### config.mk
export PLATFORM = sky130hd
export DESIGN_NAME = terminal_key_escape_decoder_core
export DESIGN_NICKNAME = d
export VERILOG_FILES = /design/src/sv/tked_pkg.sv /design/src/sv/terminal_key_escape_decoder_core.sv /design/src/sv/tked_front.sv /design/src/sv/tked_back.sv /design/src/sv/tked_outq.sv
export SDC_FILE = /design/constraint.sdc
export NUM_CORES = 1
export LEC_CHECK = 0
export BUFFER_PORTS_ARGS = -buffer_cell sky130_fd_sc_hd__buf_2
export CORE_ASPECT_RATIO = 0.8
export CORE_UTILIZATION = 40
export DETAILED_ROUTE_END_ITERATION = 16
export SLEW_MARGIN = 20
export SYNTH_ARGS = -nofsm -noshare
export SYNTH_HDL_FRONTEND = slang
export SYNTH_HIERARCHICAL = 1
export SYNTH_SLANG_ARGS = --single-unit
### constraint.sdc
create_clock -name clk -period 15.34 [get_ports clk]
set_clock_uncertainty 0.05 [all_clocks]
set_input_delay 3.068 -clock clk [delete_from_list [all_inputs] [get_ports clk]]
set_output_delay 3.068 -clock clk [all_outputs]
set_load 0.1 [all_outputs]
### src/sv/tked_pkg.sv
// Shared types, codes and tables of the terminal key escape decoder
package tked_pkg;

	localparam int MaxParams = 3;
	localparam int QDepth = 2;

	localparam logic [1:0] ST_KEY = 2'd0;
	localparam logic [1:0] ST_REJECT = 2'd1;
	localparam logic [1:0] ST_INCOMPLETE = 2'd2;

	localparam logic [7:0] ESC_CODE = 8'd27;
	localparam logic [20:0] CP_MAX = 21'h10FFFF;

	localparam logic [4:0] K_UP = 5'd0;
	localparam logic [4:0] K_END = 5'd5;
	localparam logic [4:0] K_HOME = 5'd7;
	localparam logic [4:0] K_INSERT = 5'd8;
	localparam logic [4:0] K_DELETE = 5'd9;
	localparam logic [4:0] K_PGUP = 5'd10;
	localparam logic [4:0] K_PGDN = 5'd11;
	localparam logic [4:0] K_ENTER = 5'd12;
	localparam logic [4:0] K_F1 = 5'd13;

	typedef struct packed {
		logic [7:0] in_byte;
		logic       eod;
		logic       is_digit;
		logic [3:0] digit;
	} tok_t;

	typedef struct packed {
		logic [1:0]  status;
		logic        is_named;
		logic [20:0] key_value;
		logic        shift;
		logic        meta;
		logic        ctrl;
		logic [7:0]  consumed;
	} res_t;

	// key number plus one for each tilde code, zero where no key
	function automatic logic [4:0] tilde_key(input logic [20:0] code);
		logic [4:0] k;
		k = 5'd0;
		if (code < 21'd25) begin
			case (code[4:0])
				5'd1: k = K_HOME + 5'd1;
				5'd2: k = K_INSERT + 5'd1;
				5'd3: k = K_DELETE + 5'd1;
				5'd4: k = K_END + 5'd1;
				5'd5: k = K_PGUP + 5'd1;
				5'd6: k = K_PGDN + 5'd1;
				5'd7: k = K_HOME + 5'd1;
				5'd8: k = K_END + 5'd1;
				5'd11: k = K_F1 + 5'd1;
				5'd12: k = K_F1 + 5'd2;
				5'd13: k = K_F1 + 5'd3;
				5'd14: k = K_F1 + 5'd4;
				5'd15: k = K_F1 + 5'd5;
				5'd17: k = K_F1 + 5'd6;
				5'd18: k = K_F1 + 5'd7;
				5'd19: k = K_F1 + 5'd8;
				5'd20: k = K_F1 + 5'd9;
				5'd21: k = K_F1 + 5'd10;
				5'd23: k = K_F1 + 5'd11;
				5'd24: k = K_F1 + 5'd12;
				default: k = 5'd0;
			endcase
		end
		return k;
	endfunction

	// modifier parameter 2..8 maps to shift/meta/ctrl bits, zero otherwise
	function automatic logic [2:0] dec_mods(input logic [20:0] n);
		logic [2:0] m;
		m = 3'd0;
		if (n >= 21'd2 && n <= 21'd8)
			m = 3'(n - 21'd1);
		return m;
	endfunction

endpackage

### src/sv/terminal_key_escape_decoder_core.sv
// Terminal key escape decoder top level. Bytes enter a two-entry queue and
// are parsed one per cycle while the result queue has room; a parsed
// sequence end, a rejected byte or an end-of-data byte mid-sequence writes
// one transaction into a two-entry result queue. Sustained rate is one byte
// per cycle, limited by the combinational parse step (a multiply-by-ten
// accumulate of the running parameter). A result enters the result queue as
// the parser takes its last byte and shows on the ports once older results are popped.
module terminal_key_escape_decoder_core (
	input  logic        clk,
	input  logic        arst_n,
	input  logic        push,
	output logic        full,
	input  logic [7:0]  in_byte,
	input  logic        end_of_data,
	output logic        empty,
	input  logic        pop,
	output logic [1:0]  status,
	output logic        is_named,
	output logic [20:0] key_value,
	output logic        shift,
	output logic        meta,
	output logic        ctrl,
	output logic [7:0]  consumed
);
	import tked_pkg::*;

	logic tok_valid;
	logic tok_take;
	tok_t tok;
	logic res_full;
	logic res_push;
	res_t res;
	res_t rout;

	tked_front u_front (
		.clk(clk), .arst_n(arst_n), .push(push), .full(full),
		.in_byte(in_byte), .end_of_data(end_of_data),
		.tok_valid(tok_valid), .tok(tok), .tok_take(tok_take)
	);

	tked_back u_back (
		.clk(clk), .arst_n(arst_n), .tok_valid(tok_valid), .tok(tok),
		.tok_take(tok_take), .res_full(res_full), .res_push(res_push), .res(res)
	);

	tked_outq u_outq (
		.clk(clk), .arst_n(arst_n), .wr(res_push), .wdata(res), .full(res_full),
		.pop(pop), .empty(empty), .rdata(rout)
	);

	assign status = rout.status;
	assign is_named = rout.is_named;
	assign key_value = rout.key_value;
	assign shift = rout.shift;
	assign meta = rout.meta;
	assign ctrl = rout.ctrl;
	assign consumed = rout.consumed;
endmodule

### src/sv/tked_front.sv
// Front end: input queue that classifies each byte into a token
module tked_front (
	input  logic          clk,
	input  logic          arst_n,
	input  logic          push,
	output logic          full,
	input  logic [7:0]    in_byte,
	input  logic          end_of_data,
	output logic          tok_valid,
	output tked_pkg::tok_t tok,
	input  logic          tok_take
);
	import tked_pkg::*;

	tok_t       mem_q [QDepth];
	logic       wr_ptr_q;
	logic       rd_ptr_q;
	logic [1:0] cnt_q;
	logic       wr_en;
	logic       rd_en;
	tok_t       wtok;

	always_comb begin
		wtok.in_byte = in_byte;
		wtok.eod = end_of_data;
		wtok.is_digit = (in_byte >= 8'h30) && (in_byte <= 8'h39);
		wtok.digit = 4'(in_byte - 8'h30);
	end

	assign full = (cnt_q == 2'(QDepth));
	assign wr_en = push && !full;
	assign tok_valid = (cnt_q != 2'd0);
	assign rd_en = tok_valid && tok_take;
	assign tok = mem_q[rd_ptr_q];

	always_ff @(posedge clk) begin
		if (wr_en)
			mem_q[wr_ptr_q] <= wtok;
	end

	always_ff @(posedge clk or negedge arst_n) begin
		if (!arst_n) begin
			wr_ptr_q <= 1'b0;
			rd_ptr_q <= 1'b0;
			cnt_q <= 2'd0;
		end else begin
			if (wr_en)
				wr_ptr_q <= !wr_ptr_q;
			if (rd_en)
				rd_ptr_q <= !rd_ptr_q;
			cnt_q <= cnt_q + 2'(wr_en) - 2'(rd_en);
		end
	end
endmodule

### src/sv/tked_back.sv
// Back end: escape sequence parser, one token per cycle while the result queue is not full
module tked_back (
	input  logic           clk,
	input  logic           arst_n,
	input  logic           tok_valid,
	input  tked_pkg::tok_t tok,
	output logic           tok_take,
	input  logic           res_full,
	output logic           res_push,
	output tked_pkg::res_t res
);
	import tked_pkg::*;

	localparam logic [2:0] PH_IDLE = 3'd0;
	localparam logic [2:0] PH_ESC = 3'd1;
	localparam logic [2:0] PH_SS3 = 3'd2;
	localparam logic [2:0] PH_CSI = 3'd3;
	localparam logic [2:0] PH_LINUX = 3'd4;
	localparam logic [2:0] PH_NUM = 3'd5;

	logic [2:0]  phase_q;
	logic [20:0] ps_q [MaxParams];
	logic [1:0]  pcnt_q;
	logic [20:0] run_q;
	logic        dseen_q;
	logic [7:0]  bcnt_q;

	logic [2:0]  phase_d;
	logic [1:0]  pcnt_d;
	logic [20:0] run_d;
	logic        dseen_d;
	logic [7:0]  bcnt_d;
	logic        ps_we;
	logic        clr;
	logic        done;
	res_t        r;
	logic [7:0]  b;
	logic [24:0] v;
	logic [20:0] fp0, fp1, fp2;
	logic [1:0]  n;
	logic [2:0]  mods;
	logic [20:0] okey;
	logic [4:0]  tk;
	logic        fin;

	assign tok_take = tok_valid && !res_full;
	assign b = tok.in_byte;

	always_comb begin
		phase_d = phase_q;
		pcnt_d = pcnt_q;
		run_d = run_q;
		dseen_d = dseen_q;
		bcnt_d = (bcnt_q == 8'hFF) ? bcnt_q : bcnt_q + 8'd1;
		ps_we = 1'b0;
		clr = 1'b0;
		done = 1'b0;
		r = '0;
		v = ({4'd0, run_q} << 3) + ({4'd0, run_q} << 1) + {21'd0, tok.digit};
		fp0 = (dseen_q && pcnt_q == 2'd0) ? run_q : ps_q[0];
		fp1 = (dseen_q && pcnt_q == 2'd1) ? run_q : ps_q[1];
		fp2 = (dseen_q && pcnt_q == 2'd2) ? run_q : ps_q[2];
		n = pcnt_q + 2'(dseen_q);
		mods = 3'd0;
		okey = 21'd0;
		tk = 5'd0;
		fin = 1'b0;

		if (phase_q == PH_IDLE && b != ESC_CODE) begin
			done = 1'b1;
			r.status = ST_REJECT;
		end else begin
			case (phase_q)
				PH_IDLE: phase_d = PH_ESC;
				PH_ESC: begin
					if (b == 8'h4F)
						phase_d = PH_SS3;
					else if (b == 8'h5B)
						phase_d = PH_CSI;
					else begin
						done = 1'b1;
						r.status = ST_REJECT;
					end
				end
				PH_SS3: begin
					done = 1'b1;
					r.is_named = 1'b1;
					if (b inside {8'h41, 8'h42, 8'h43, 8'h44, 8'h46, 8'h48})
						r.key_value = 21'(K_UP) + 21'(b - 8'h41);
					else if (b == 8'h4D)
						r.key_value = 21'(K_ENTER);
					else if (b inside {[8'h50:8'h53]})
						r.key_value = 21'(K_F1) + 21'(b - 8'h50);
					else if (b == 8'h58) begin
						r.is_named = 1'b0;
						r.key_value = 21'h3D;
					end else if (b == 8'h20) begin
						r.is_named = 1'b0;
						r.key_value = 21'h20;
					end else if (b inside {[8'h61:8'h64]}) begin
						r.key_value = 21'(K_UP) + 21'(b - 8'h61);
						r.ctrl = 1'b1;
					end else if (b == 8'h49 || b inside {[8'h6A:8'h79]}) begin
						r.is_named = 1'b0;
						r.key_value = 21'(b - 8'd64);
					end else begin
						r = '0;
						r.status = ST_REJECT;
					end
				end
				PH_CSI: begin
					if (b == 8'h5B)
						phase_d = PH_LINUX;
					else if (tok.is_digit) begin
						phase_d = PH_NUM;
						run_d = 21'(tok.digit);
						dseen_d = 1'b1;
						pcnt_d = 2'd0;
					end else begin
						done = 1'b1;
						r.is_named = 1'b1;
						if (b inside {8'h41, 8'h42, 8'h43, 8'h44, 8'h46, 8'h48})
							r.key_value = 21'(K_UP) + 21'(b - 8'h41);
						else if (b inside {[8'h61:8'h64]}) begin
							r.key_value = 21'(K_UP) + 21'(b - 8'h61);
							r.shift = 1'b1;
						end else if (b == 8'h4C)
							r.key_value = 21'(K_INSERT);
						else if (b == 8'h5A) begin
							r.is_named = 1'b0;
							r.key_value = 21'd9;
							r.shift = 1'b1;
						end else begin
							r = '0;
							r.status = ST_REJECT;
						end
					end
				end
				PH_LINUX: begin
					done = 1'b1;
					if (b inside {[8'h41:8'h45]}) begin
						r.is_named = 1'b1;
						r.key_value = 21'(K_F1) + 21'(b - 8'h41);
					end else
						r.status = ST_REJECT;
				end
				PH_NUM: begin
					if (tok.is_digit) begin
						if (v > {4'd0, CP_MAX}) begin
							done = 1'b1;
							r.status = ST_REJECT;
						end else begin
							run_d = v[20:0];
							dseen_d = 1'b1;
						end
					end else if (b == 8'h3B) begin
						if (pcnt_q >= 2'(MaxParams - 1)) begin
							done = 1'b1;
							r.status = ST_REJECT;
						end else begin
							ps_we = 1'b1;
							pcnt_d = pcnt_q + 2'd1;
							run_d = 21'd0;
							dseen_d = 1'b0;
						end
					end else if (b inside {8'h41, 8'h42, 8'h43, 8'h44, 8'h46, 8'h48,
							8'h50, 8'h51, 8'h52, 8'h53, 8'h75, 8'h7E}) begin
						done = 1'b1;
						r.status = ST_REJECT;
						if (n == 2'd3) begin
							mods = dec_mods(fp1);
							if (fp0 == 21'd27 && b == 8'h7E && mods != 3'd0) begin
								fin = 1'b1;
								okey = fp2;
							end
						end else if (n == 2'd2) begin
							mods = dec_mods(fp1);
							if (mods != 3'd0) begin
								if (b == 8'h7E) begin
									tk = tilde_key(fp0);
									if (tk != 5'd0) begin
										r.status = ST_KEY;
										r.is_named = 1'b1;
										r.key_value = 21'(tk - 5'd1);
										{r.ctrl, r.meta, r.shift} = mods;
									end
								end else if (b == 8'h75) begin
									fin = 1'b1;
									okey = fp0;
								end else if (fp0 == 21'd1) begin
									r.status = ST_KEY;
									r.is_named = 1'b1;
									{r.ctrl, r.meta, r.shift} = mods;
									if (b inside {[8'h50:8'h53]})
										r.key_value = 21'(K_F1) + 21'(b - 8'h50);
									else
										r.key_value = 21'(K_UP) + 21'(b - 8'h41);
								end
							end
						end else if (n == 2'd1 && b == 8'h7E) begin
							tk = tilde_key(fp0);
							if (tk != 5'd0) begin
								r.status = ST_KEY;
								r.is_named = 1'b1;
								r.key_value = 21'(tk - 5'd1);
							end
						end
						if (fin) begin
							r.status = ST_KEY;
							r.is_named = 1'b0;
							if (okey > 21'h20 && okey < 21'h80) begin
								mods[0] = 1'b0;
								if (mods[2] && okey >= 21'h61 && okey <= 21'h7A)
									okey = okey - 21'h20;
							end
							r.key_value = okey;
							{r.ctrl, r.meta, r.shift} = mods;
						end
					end else begin
						done = 1'b1;
						r.status = ST_REJECT;
					end
				end
				default: begin
					done = 1'b1;
					r.status = ST_REJECT;
				end
			endcase
			if (done && r.status == ST_KEY)
				r.consumed = bcnt_d;
		end

		if (done)
			clr = 1'b1;
		else if (tok.eod) begin
			r = '0;
			r.status = ST_INCOMPLETE;
		end
	end

	assign res = r;
	assign res_push = tok_take && (done || tok.eod);

	always_ff @(posedge clk) begin
		if (tok_take && ps_we)
			ps_q[pcnt_q] <= run_q;
	end

	always_ff @(posedge clk or negedge arst_n) begin
		if (!arst_n) begin
			phase_q <= PH_IDLE;
			pcnt_q <= 2'd0;
			run_q <= 21'd0;
			dseen_q <= 1'b0;
			bcnt_q <= 8'd0;
		end else if (tok_take) begin
			if (clr) begin
				phase_q <= PH_IDLE;
				pcnt_q <= 2'd0;
				run_q <= 21'd0;
				dseen_q <= 1'b0;
				bcnt_q <= 8'd0;
			end else begin
				phase_q <= phase_d;
				pcnt_q <= pcnt_d;
				run_q <= run_d;
				dseen_q <= dseen_d;
				bcnt_q <= bcnt_d;
			end
		end
	end
endmodule

### src/sv/tked_outq.sv
// Result queue between the parser and the result ports
module tked_outq (
	input  logic           clk,
	input  logic           arst_n,
	input  logic           wr,
	input  tked_pkg::res_t wdata,
	output logic           full,
	input  logic           pop,
	output logic           empty,
	output tked_pkg::res_t rdata
);
	import tked_pkg::*;

	res_t       mem_q [QDepth];
	logic       wr_ptr_q;
	logic       rd_ptr_q;
	logic [1:0] cnt_q;
	logic       wr_en;
	logic       rd_en;

	assign full = (cnt_q == 2'(QDepth));
	assign empty = (cnt_q == 2'd0);
	assign wr_en = wr && !full;
	assign rd_en = pop && !empty;
	assign rdata = mem_q[rd_ptr_q];

	always_ff @(posedge clk) begin
		if (wr_en)
			mem_q[wr_ptr_q] <= wdata;
	end

	always_ff @(posedge clk or negedge arst_n) begin
		if (!arst_n) begin
			wr_ptr_q <= 1'b0;
			rd_ptr_q <= 1'b0;
			cnt_q <= 2'd0;
		end else begin
			if (wr_en)
				wr_ptr_q <= !wr_ptr_q;
			if (rd_en)
				rd_ptr_q <= !rd_ptr_q;
			cnt_q <= cnt_q + 2'(wr_en) - 2'(rd_en);
		end
	end
endmodule

==> results of run 1 <==
logic make-up after synthesis:
logic type | share of synthesized area (%)
compound gates | 19.9
xor+xnor | 3.58
fa+ha+maj | 7.58
buf+inv | 3.88
flops | 42.3
mux | 6.49
other cells | 0.0280
simple gates | 16.2
report_power, final:
group          leakage, nW  switching, mW  internal (mW)
clock                0.298          0.225          0.236
sequential            2.07         0.0769          0.721
combinational         3.43           1.08          0.401
how the worst max path moves through the flow:
stage                      from                  end  cells past startpoint
3_5_place_dp   u_front/rd_ptr_q  u_outq/mem_q[0][11]                     16
4_1_cts        u_front/rd_ptr_q  u_outq/mem_q[0][30]                     16
5_1_grt        u_front/rd_ptr_q  u_outq/mem_q[0][30]                     16
2_1_floorplan  u_front/rd_ptr_q   u_outq/mem_q[0][0]                     19
3_3_place_gp   u_front/rd_ptr_q  u_outq/mem_q[0][13]                     16
6_report       u_front/rd_ptr_q  u_outq/mem_q[0][30]                     16
metrics by stage:
stage / hold WS, ns / instances / power [mW] / area, um2
floorplan: 0.411 / 1349 / 2.00 / 13500
global placement: 0.426 / 1767 / 2.26 / 14000
detailed placement: 0.442 / 1767 / 2.27 / 14000
CTS: 0.453 / 1799 / 2.73 / 14600
global route: 0.468 / 1800 / 2.89 / 14600
finish: 0.451 / 1800 / 2.74 / 14600
state kept, by name, indices dropped and copies added, names as in the netlist, 2 cells and up:
signal	flops
u_back/bcnt_q	8
u_back/pcnt_q	2
u_outq/cnt_q	2
u_front/mem_q	20
u_back/ps_q	63
u_outq/mem_q	70
u_back/run_q	21
u_back/phase_q	3
u_front/cnt_q	2
layout make-up:
type / instances / area, um2
clock inverters: 14 / 183
repair buffers: 57 / 325
well taps: 427 / 534
fillers: 3120 / 18200
flip-flops and latches: 196 / 5670
inverters: 45 / 169
clock buffers: 18 / 429
multi-input cells: 1043 / 7310
synth_stat cells (all sizes together) (15+ instances only):
cell,number,share of area (%)
nor2,90,2.5
ha,78,7.3
dfrtp,43,8.0
xnor2,43,2.8
and2,16,0.77
and3,24,1.1
o211ai,17,0.95
nor3,30,1.1
or2,15,0.72
o31ai,20,1.5
o21ai,94,3.5
o22ai,20,0.93
clkbuf,40,1.1
mux2,56,5.5
nand2b,19,0.89
inv,43,1.2
a21oi,85,3.2
nand2,116,3.3
edfxtp,153,34
buf,25,1.5
nand4,17,0.91
o21a,15,0.84
nand3,37,1.4
routing by layer:
metal	part of all wire (%)	track usage, %	wire length [um]	vias to the layer above
li1	-	-	-	5094
met1	49	33.2	17500	5261
met2	43	31.0	15400	404
met3	6.8	2.69	2440	39
met4	1.8	5.97	632	0
met5	0	0	0	-
==> impl_metrics.json, run 1 <==
{
  "finalMaxSlewViolations": 0,
  "antenna_found_initial": 1,
  "cts_hold_buf": 0,
  "setup_viol": 0,
  "ys_ff_latch": 196,
  "dpl_worst_slack_ns": 9.01,
  "fin_ws_ns": 8.96,
  "htree_levels": 4,
  "clockBufferDepth": 2,
  "synth_edf_count": 153,
  "path_delay_family": "simple AND/OR/NAND/NOR gates",
  "dr.pass1.iters": 13,
  "critical_path_peak_fanout": 35,
  "track_usage_pct": 21.4,
  "fin_nets": 1453,
  "cts_num_sinks": 196,
  "drive_gt1_share_pct": 13.3,
  "synthArstFlopShare_pct": 21.9,
  "drtIter0Drc": 1105,
  "drtAntennaViolNets": 0,
  "hpwl_um": 27100,
  "drc": 1,
  "yosysWarnings": 6,
  "postCtsSetupRepairBufs": 0,
  "max_freq_ghz": 0.157,
  "cellLeakagePower_nw": 5.79,
  "timing.rr.end": "u_outq/mem_q[0][30]",
  "synth_area_um2": 13400,
  "vdd_ir_drop_max_mv": 0.130,
  "period_share_pct": 41.6,
  "min_path_cells": 1,
  "postCtsResizedCells": 0,
  "tightest_slew_ns": 1.08,
  "clk_pin_slew_ns": 0.08,
  "synth.yosys.seq_area_share_pct": 42.3,
  "place_congestion": 0.948,
  "worst_hold_path_type": "reg -> reg",
  "start_kind": "register",
  "via_per_inst": 6.00,
  "start_util_pct": 40.9,
  "row_count": 59,
  "min-delay-start": "u_outq/cnt_q[1]",
  "syn_area_per_cell_um2": 10.1,
  "area_growth_pct": 9.08,
  "rsz0062_at_grt": "false",
  "core_area_um2": 32800,
  "critPathBufInv": 1,
  "cts_buffers": 17,
  "vias": 10798,
  "rrSetupSlack_ns": 8.96,
  "crit_path_max_incr_delay_ns": 0.80,
  "cap_viol_max_count": 0,
  "failed_checks": "DRC",
  "grt_pass1_wl_um": 57400,
  "period_needed_ns": 6.38,
  "cp.required_ns": 15.35,
  "relSlewSlack_pct": 27.6,
  "num_antenna_cells": 0,
  "cp-end-kind": "register",
  "synth_ff_type": "edfxtp_1",
  "final_common_cell": "edfxtp_1",
  "cts_root_buf": "clkbuf_16",
  "worstSetupPathType": "reg -> reg",
  "die_w_um": 207,
  "outcome": "finished with violations",
  "finalSetupTns_ns": 0,
  "hold_violations": 0,
  "ys_types": 97,
  "ios": 50,
  "die-area_um2": 34300,
  "timing.rr.start": "u_front/rd_ptr_q",
  "path_cells": "mux2_2, fa_1, inv_1, fa_1, nand2b_1, a21oi_1, or4_1, nand2_2, o31ai_1, nor3_1, a311oi_1, or4_1, a21o_1, o21a_1, nand2_1, nor2_4",
  "r2r_cells": 16,
  "fin_util_pct": 44.6,
  "grt_overflow": 0,
  "final_cell_mix": "edfxtp_1 (153), nand2_1 (115), nor2_1 (89)",
  "cp.arrival_ns": 6.39,
  "grt_pass1_vias": 10082,
  "cts_tree": "built",
  "synthCells": 1329,
  "power.density_nw_per_um2": 188,
  "wl_um": 36000,
  "grt_max_degree": 44,
  "holdPathEnd": "u_outq/cnt_q[1]",
  "worstSkewPairLatency_ns": 0.45,
  "die_y_um": 166,
  "wl_per_cell_um": 20.0,
  "slowest_stage": "nor2_4",
  "portBuffers": 49
}
Power figures use the tool's default switching activity.
==> run 2, diff against run 1 <==
==> constraint.sdc (replaced) <==
create_clock -name clk -period 6 [get_ports clk]
set_clock_uncertainty 0.05 [all_clocks]
set_input_delay 1.2 -clock clk [delete_from_list [all_inputs] [get_ports clk]]
set_output_delay 1.2 -clock clk [all_outputs]
set_load 0.1 [all_outputs]
==> run 2 against run 1 <==
The run now ends clean. Flip-flop and latch count did not move. Worst hold slack got worse by 0.0087 ns. Fmax rose by 18%. Combinational power rose to 2.6 times the previous value. Critical path type unchanged. Critical endpoint unchanged. Largest power group unchanged. Highest routed layer unchanged.
==> impl_metrics.json, run 2 (synthesis gave the netlist of run 1 again) <==
{
  "slowest_stage": "nor2_4",
  "seqPwrFrac_pct": 28.8,
  "portBuffers": 49,
  "critical_path_peak_fanout": 35,
  "p_sw_share_pct": 50.3,
  "clk_pin_slew_ns": 0.07,
  "rsz0062_at_grt": "false",
  "cts_tree": "built",
  "wl_per_cell_um": 19.6,
  "outcome": "finished, final reports clean",
  "start_kind": "register",
  "fin_util_pct": 45.1,
  "pwr-share-clk_pct": 16.6,
  "vias": 10840,
  "place_congestion": 0.963,
  "worstSetupPathType": "reg -> reg",
  "placed_area_um2": 14200,
  "cts_hold_buf": 0,
  "track_usage_pct": 21.1,
  "relSlewSlack_pct": 27.1,
  "core_area_um2": 32800,
  "largest_reg_flops": 70,
  "cts_num_sinks": 196,
  "num_antenna_cells": 0,
  "postCtsResizedCells": 0,
  "cp-end-kind": "register",
  "cp.arrival_ns": 5.40,
  "ios": 50,
  "period_needed_ns": 5.39,
  "clockBufferDepth": 2,
  "final_cells": 1825,
  "period_share_pct": 89.9,
  "reg.largest.list": "u_outq/mem_q: 70 flops, u_back/ps_q: 63 flops, u_back/run_q: 21 flops",
  "hold_violations": 0,
  "power.density_nw_per_um2": 476,
  "final_cell_mix": "edfxtp_1 (153), nand2_1 (115), nor2_1 (89)",
  "grt_max_degree": 44,
  "final_area_um2": 14800,
  "cp.required_ns": 6.01,
  "drive_gt1_share_pct": 15.0,
  "path_cells": "mux2_2, fa_1, inv_1, fa_1, nand2b_1, a21oi_1, or4_1, nand2_2, o31ai_1, nor3_1, a311oi_1, or4_1, a21o_1, o21a_1, nand2_1, nor2_4",
  "worstSkewPairLatency_ns": 0.44,
  "wl_um": 35700,
  "cellLeakagePower_nw": 5.91,
  "hpwl_um": 26800,
  "crit_path_max_incr_delay_ns": 0.79,
  "antenna_found_initial": 1,
  "place_inst": 1793,
  "timing.hold.ws_ns": 0.442,
  "finalSetupTns_ns": 0,
  "max_flop_register": "u_outq/mem_q",
  "htree_levels": 4,
  "cap_viol_max_count": 0,
  "setup_viol": 0,
  "drtIter0Drc": 1048,
  "drtAntennaViolNets": 0,
  "p_int_mw": 3.49,
  "switchingPower_mw": 3.54,
  "grt_overflow": 0,
  "finalMaxSlewViolations": 0,
  "cts_buffers": 17,
  "grt_pass1_vias": 10305,
  "die-area_um2": 34300,
  "cts_root_buf": "clkbuf_16",
  "vdd_ir_drop_max_mv": 0.354,
  "fin_nets": 1478,
  "die_y_um": 166,
  "critPathBufInv": 1,
  "grt_pass1_wl_um": 56800,
  "max_freq_ghz": 0.185,
  "drc": 0,
  "path_delay_family": "simple AND/OR/NAND/NOR gates",
  "dr.pass1.iters": 7,
  "area_growth_pct": 10.3,
  "row_count": 59,
  "tightest_slew_ns": 1.09,
  "final_common_cell": "edfxtp_1",
  "die_w_um": 207,
  "postCtsSetupRepairBufs": 0,
  "worst_hold_path_type": "reg -> reg",
  "start_util_pct": 40.9,
  "p_comb_share_pct": 54.6,
  "via_per_inst": 5.94
}
run 2: cell count changes in the layout (fill, tap and decap cells not counted), sizes merged:
| cell | delta |
|---|---|
| buf | +25 |
| clkinv | +1 |
| inv | -1 |
| clkbuf | -1 |
| clkinvlp | +1 |
run 2: per-layer routing:
layer,global-route usage (%),routed length (um)
met4,7.27,845
met1,31.8,17400
met3,3.26,2090
met2,30.6,15400
met5,0,0
run 2: worst paths after layout:
kind	start	endpoint	slack [ns]	cells past startpoint
worst max-delay path	u_front/rd_ptr_q	u_outq/mem_q[0][30]	0.61	16
worst min-delay path	u_front/wr_ptr_q	u_front/wr_ptr_q	0.44	1
worst max register to register	u_front/rd_ptr_q	u_outq/mem_q[0][30]	0.61	16
worst min register to register	u_front/wr_ptr_q	u_front/wr_ptr_q	0.44	1
max in group asynchronous	arst_n	u_back/run_q[1]	4.65	2
min in group asynchronous	arst_n	u_outq/rd_ptr_q	0.79	2
run 2: stage by stage:
| stage | worst slack [ns] | total power, mW |
|---|---|---|
| after floorplan | 0.533 | 5.11 |
| after global placement | 0.753 | 5.84 |
| after detailed placement | 0.640 | 5.87 |
| after CTS | 0.616 | 7.05 |
| after global routing | 0.254 | 7.40 |
| final | 0.609 | 7.04 |
run 2: layout make-up:
class                   count  area (um2)
flip-flops and latches    196        5670
repair buffers             82         493
clock buffers              17         425
fillers                  3136       18000
inverters                  45         169
clock inverters            15         185
multi-input cells        1043        7320
well taps                 427         534
run 2: power groups by stage:
stage                     clock (mW)  sequential [mW]  combinational [mW]
after floorplan                    0             1.95                3.16
after global placement             0             2.05                3.80
after detailed placement           0             2.06                3.81
after CTS                       1.20             2.03                3.82
after global routing            1.25             2.07                4.09
final                           1.17             2.02                3.84
run 2: worst register-to-register path: stages (launching register included):
cell and delay, ns:
dfrtp_1 0.42, mux2_2 0.39, fa_1 0.57, inv_1 0.07
fa_1 0.44, nand2b_1 0.18, a21oi_1 0.25, or4_1 0.19
nand2_2 0.09, o31ai_1 0.37, nor3_1 0.12, a311oi_1 0.44
or4_1 0.20, a21o_1 0.14, o21a_1 0.14, nand2_1 0.14
nor2_4 0.79
==> run 3, diff against run 2 <==
--- a/config.mk
+++ b/config.mk
@@ -12,5 +12,4 @@
 export SLEW_MARGIN = 20
 export SYNTH_ARGS = -nofsm -noshare
 export SYNTH_HDL_FRONTEND = slang
-export SYNTH_HIERARCHICAL = 1
 export SYNTH_SLANG_ARGS = --single-unit
==> run 3 against run 2 <==
Via count increased by 7.5%. Non-clock buffer count decreased by 2. Total power rose by 13%. Fmax grew 2.4%. Cell area increased by 1.9%. Combinational power up 22%. Global-route usage grew 3.7 points. Critical path depth is 1 higher. Critical endpoint is now u_outq.mem_q[0][27].
==> impl_metrics.json, run 3 <==
{
  "rsz0062_at_grt": "false",
  "yosysMostFrequentCell": "edfxtp_1",
  "synth.area.top_cells": "edfxtp_1 (34%), dfrtp_1 (7.9%), ha_1 (7.3%)",
  "track_usage_pct": 24.8,
  "drive_gt1_share_pct": 13.4,
  "finalSetupTns_ns": 0,
  "clockBufferDepth": 2,
  "slowest_stage": "dfrtp_1",
  "cp.required_ns": 6.20,
  "synthCells": 1391,
  "num_antenna_cells": 0,
  "synth_top_area_cell": "edfxtp_1",
  "dpl_worst_slack_ns": 0.866,
  "largest_reg_flops": 70,
  "worstSkewPairLatency_ns": 0.45,
  "setup_viol": 0,
  "grt_max_degree": 44,
  "postCtsSetupRepairBufs": 0,
  "synth_ff_type": "edfxtp_1",
  "drc": 0,
  "max_flop_register": "u_outq.mem_q",
  "path_delay_family": "compound AO/OA/AOI/OAI gates",
  "tightest_slew_ns": 1.22,
  "postCtsResizedCells": 0,
  "max_freq_ghz": 0.190,
  "fillerInstances": 3215,
  "drtIter0Drc": 1302,
  "start_util_pct": 40.6,
  "synth.yosys.seq_area_share_pct": 41.6,
  "critPathBufInv": 4,
  "cp.arrival_ns": 5.47,
  "yosysWarnings": 0,
  "ys_types": 105,
  "cts_root_buf": "clkbuf_16",
  "cts_tree": "built",
  "cts_num_sinks": 196,
  "cellLeakagePower_nw": 5.94,
  "synth_area_um2": 13600,
  "fin_nets": 1550,
  "fin_ws_ns": 0.737,
  "ios": 50,
  "row_count": 60,
  "synthArstFlopShare_pct": 21.9,
  "power.density_nw_per_um2": 529,
  "path_cells": "buf_4, mux2_2, inv_2, ha_1, o2111ai_1, buf_4, nor4_2, a21o_1, nand2_1, nor2_1, inv_1, ha_1, a21boi_1, a211oi_2, nand3_1, o211a_1, o31ai_1",
  "synth_top_area_share_pct": 33.7,
  "crit_path_max_incr_delay_ns": 0.47,
  "finalMaxSlewViolations": 0,
  "place_congestion": 0.962,
  "final_cell_mix": "edfxtp_1 (153), nand2_1 (143), a21oi_1 (93)",
  "cts_buffers": 17,
  "vdd_ir_drop_max_mv": 0.373,
  "grt_pass1_vias": 11080,
  "relSlewSlack_pct": 18.8,
  "period_share_pct": 87.7,
  "dr.pass1.iters": 8,
  "start_kind": "register",
  "core_area_um2": 33600,
  "final_common_cell": "edfxtp_1",
  "hpwl_um": 32600,
  "syn_area_per_cell_um2": 9.79,
  "synthTopCellsByCount": "edfxtp_1 (153), nand2_1 (143), nor2_1 (94)",
  "grt_overflow": 0,
  "place_inst": 1871,
  "cp-end-kind": "register",
  "final_cells": 1903,
  "htree_levels": 4,
  "ys_ff_latch": 196,
  "die_y_um": 167,
  "grt_pass1_wl_um": 66000,
  "via_per_inst": 6.12,
  "vias": 11648,
  "critical_path_peak_fanout": 26,
  "reg.largest.list": "u_outq.mem_q: 70 flops, u_back.ps_q: 63 flops, u_back.run_q: 21 flops",
  "wl_um": 42700,
  "cap_viol_max_count": 0,
  "cts_hold_buf": 0,
  "wl_per_cell_um": 22.4,
  "die-area_um2": 34800,
  "worstSetupPathType": "reg -> reg",
  "area_growth_pct": 10.7,
  "period_needed_ns": 5.26,
  "drtAntennaViolNets": 0,
  "outcome": "finished, final reports clean",
  "worst_hold_path_type": "reg -> reg",
  "p_total_mw": 7.98,
  "synth_edf_count": 153,
  "hold_violations": 0,
  "portBuffers": 49,
  "clk_pin_slew_ns": 0.08,
  "antenna_found_initial": 0,
  "die_w_um": 208
}
## run 3: changes by cell type in the layout (fill, tap and decap cells not counted), moves of 6 or more
| cell | delta |
|---|---|
| nand2b_1 | +9 |
| o22ai_1 | -7 |
| a211oi_1 | +6 |
| o31ai_2 | -6 |
| mux2_2 | +17 |
| xnor2_1 | -12 |
| mux2i_1 | +18 |
| nand2_1 | +28 |
| a21oi_1 | +10 |
| mux2_4 | -29 |
| o21ai_0 | +9 |
## run 3: layer usage
layer	share of wire, %	vias to the layer above	GRT usage (%)
li1	-	5419	-
met1	49	5694	37.7
met2	41	476	34.9
met3	8.8	59	5.49
met4	2.0	0	6.92
met5	0	-	0
## run 3: cells by family (layout without fill, tap and decap cells)
group | Yosys count | count (layout) | synth area share (%)
AOI/OAI and AO/OA | 410 | 410 | 20.5
xor gates and xnor gates | 44 | 44 | 2.83
adders and majority gates | 81 | 81 | 7.55
buffers and inverters | 100 | 158 | 3.20
DFF | 196 | 196 | 41.6
muxes | 75 | 75 | 5.91
other | 1 | 21 | 0.0275
and+or+nand+nor | 484 | 484 | 18.4
## run 3: metrics by stage
step	hold slack, ns	util, %	instance area (um2)
finish	0.453	44.9	15100
global route	0.484	44.9	15100
CTS	0.451	44.9	15100
detailed placement	0.438	43.1	14500
global placement	0.429	43.1	14500
floorplan	0.411	-	13700
## run 3: area by class of cell
class                      count  area, um2  share of cell area [%]
multi-input combinational   1115       7610                    50.5
timing repair buffer          80        478                    3.17
clock inverter                13        164                    1.09
sequential                   196       5670                    37.6
tap                          434        543                    3.60
clock buffer                  19        443                    2.94
inverter                      46        173                    1.15
## run 3: power breakdown
| part | total [mW] | switching [mW] | internal, mW |
|---|---|---|---|
| Clock | 1.18 | 0.576 | 0.608 |
| Sequential | 2.11 | 0.182 | 1.93 |
| Combinational | 4.68 | 3.46 | 1.22 |
## run 3: worst paths after layout
kind / start / to / slack, ns / cells after the start
min reg2reg: u_outq.cnt_q[1] / u_outq.cnt_q[1] / 0.45 / 1
max in group asynchronous: arst_n / u_back.run_q[19] / 4.67 / 2
max: u_front.rd_ptr_q / u_outq.mem_q[0][27] / 0.74 / 17
min in group asynchronous: arst_n / u_back.bcnt_q[1] / 0.78 / 2
min: u_outq.cnt_q[1] / u_outq.cnt_q[1] / 0.45 / 1
max reg2reg: u_front.rd_ptr_q / u_outq.mem_q[0][27] / 0.74 / 17
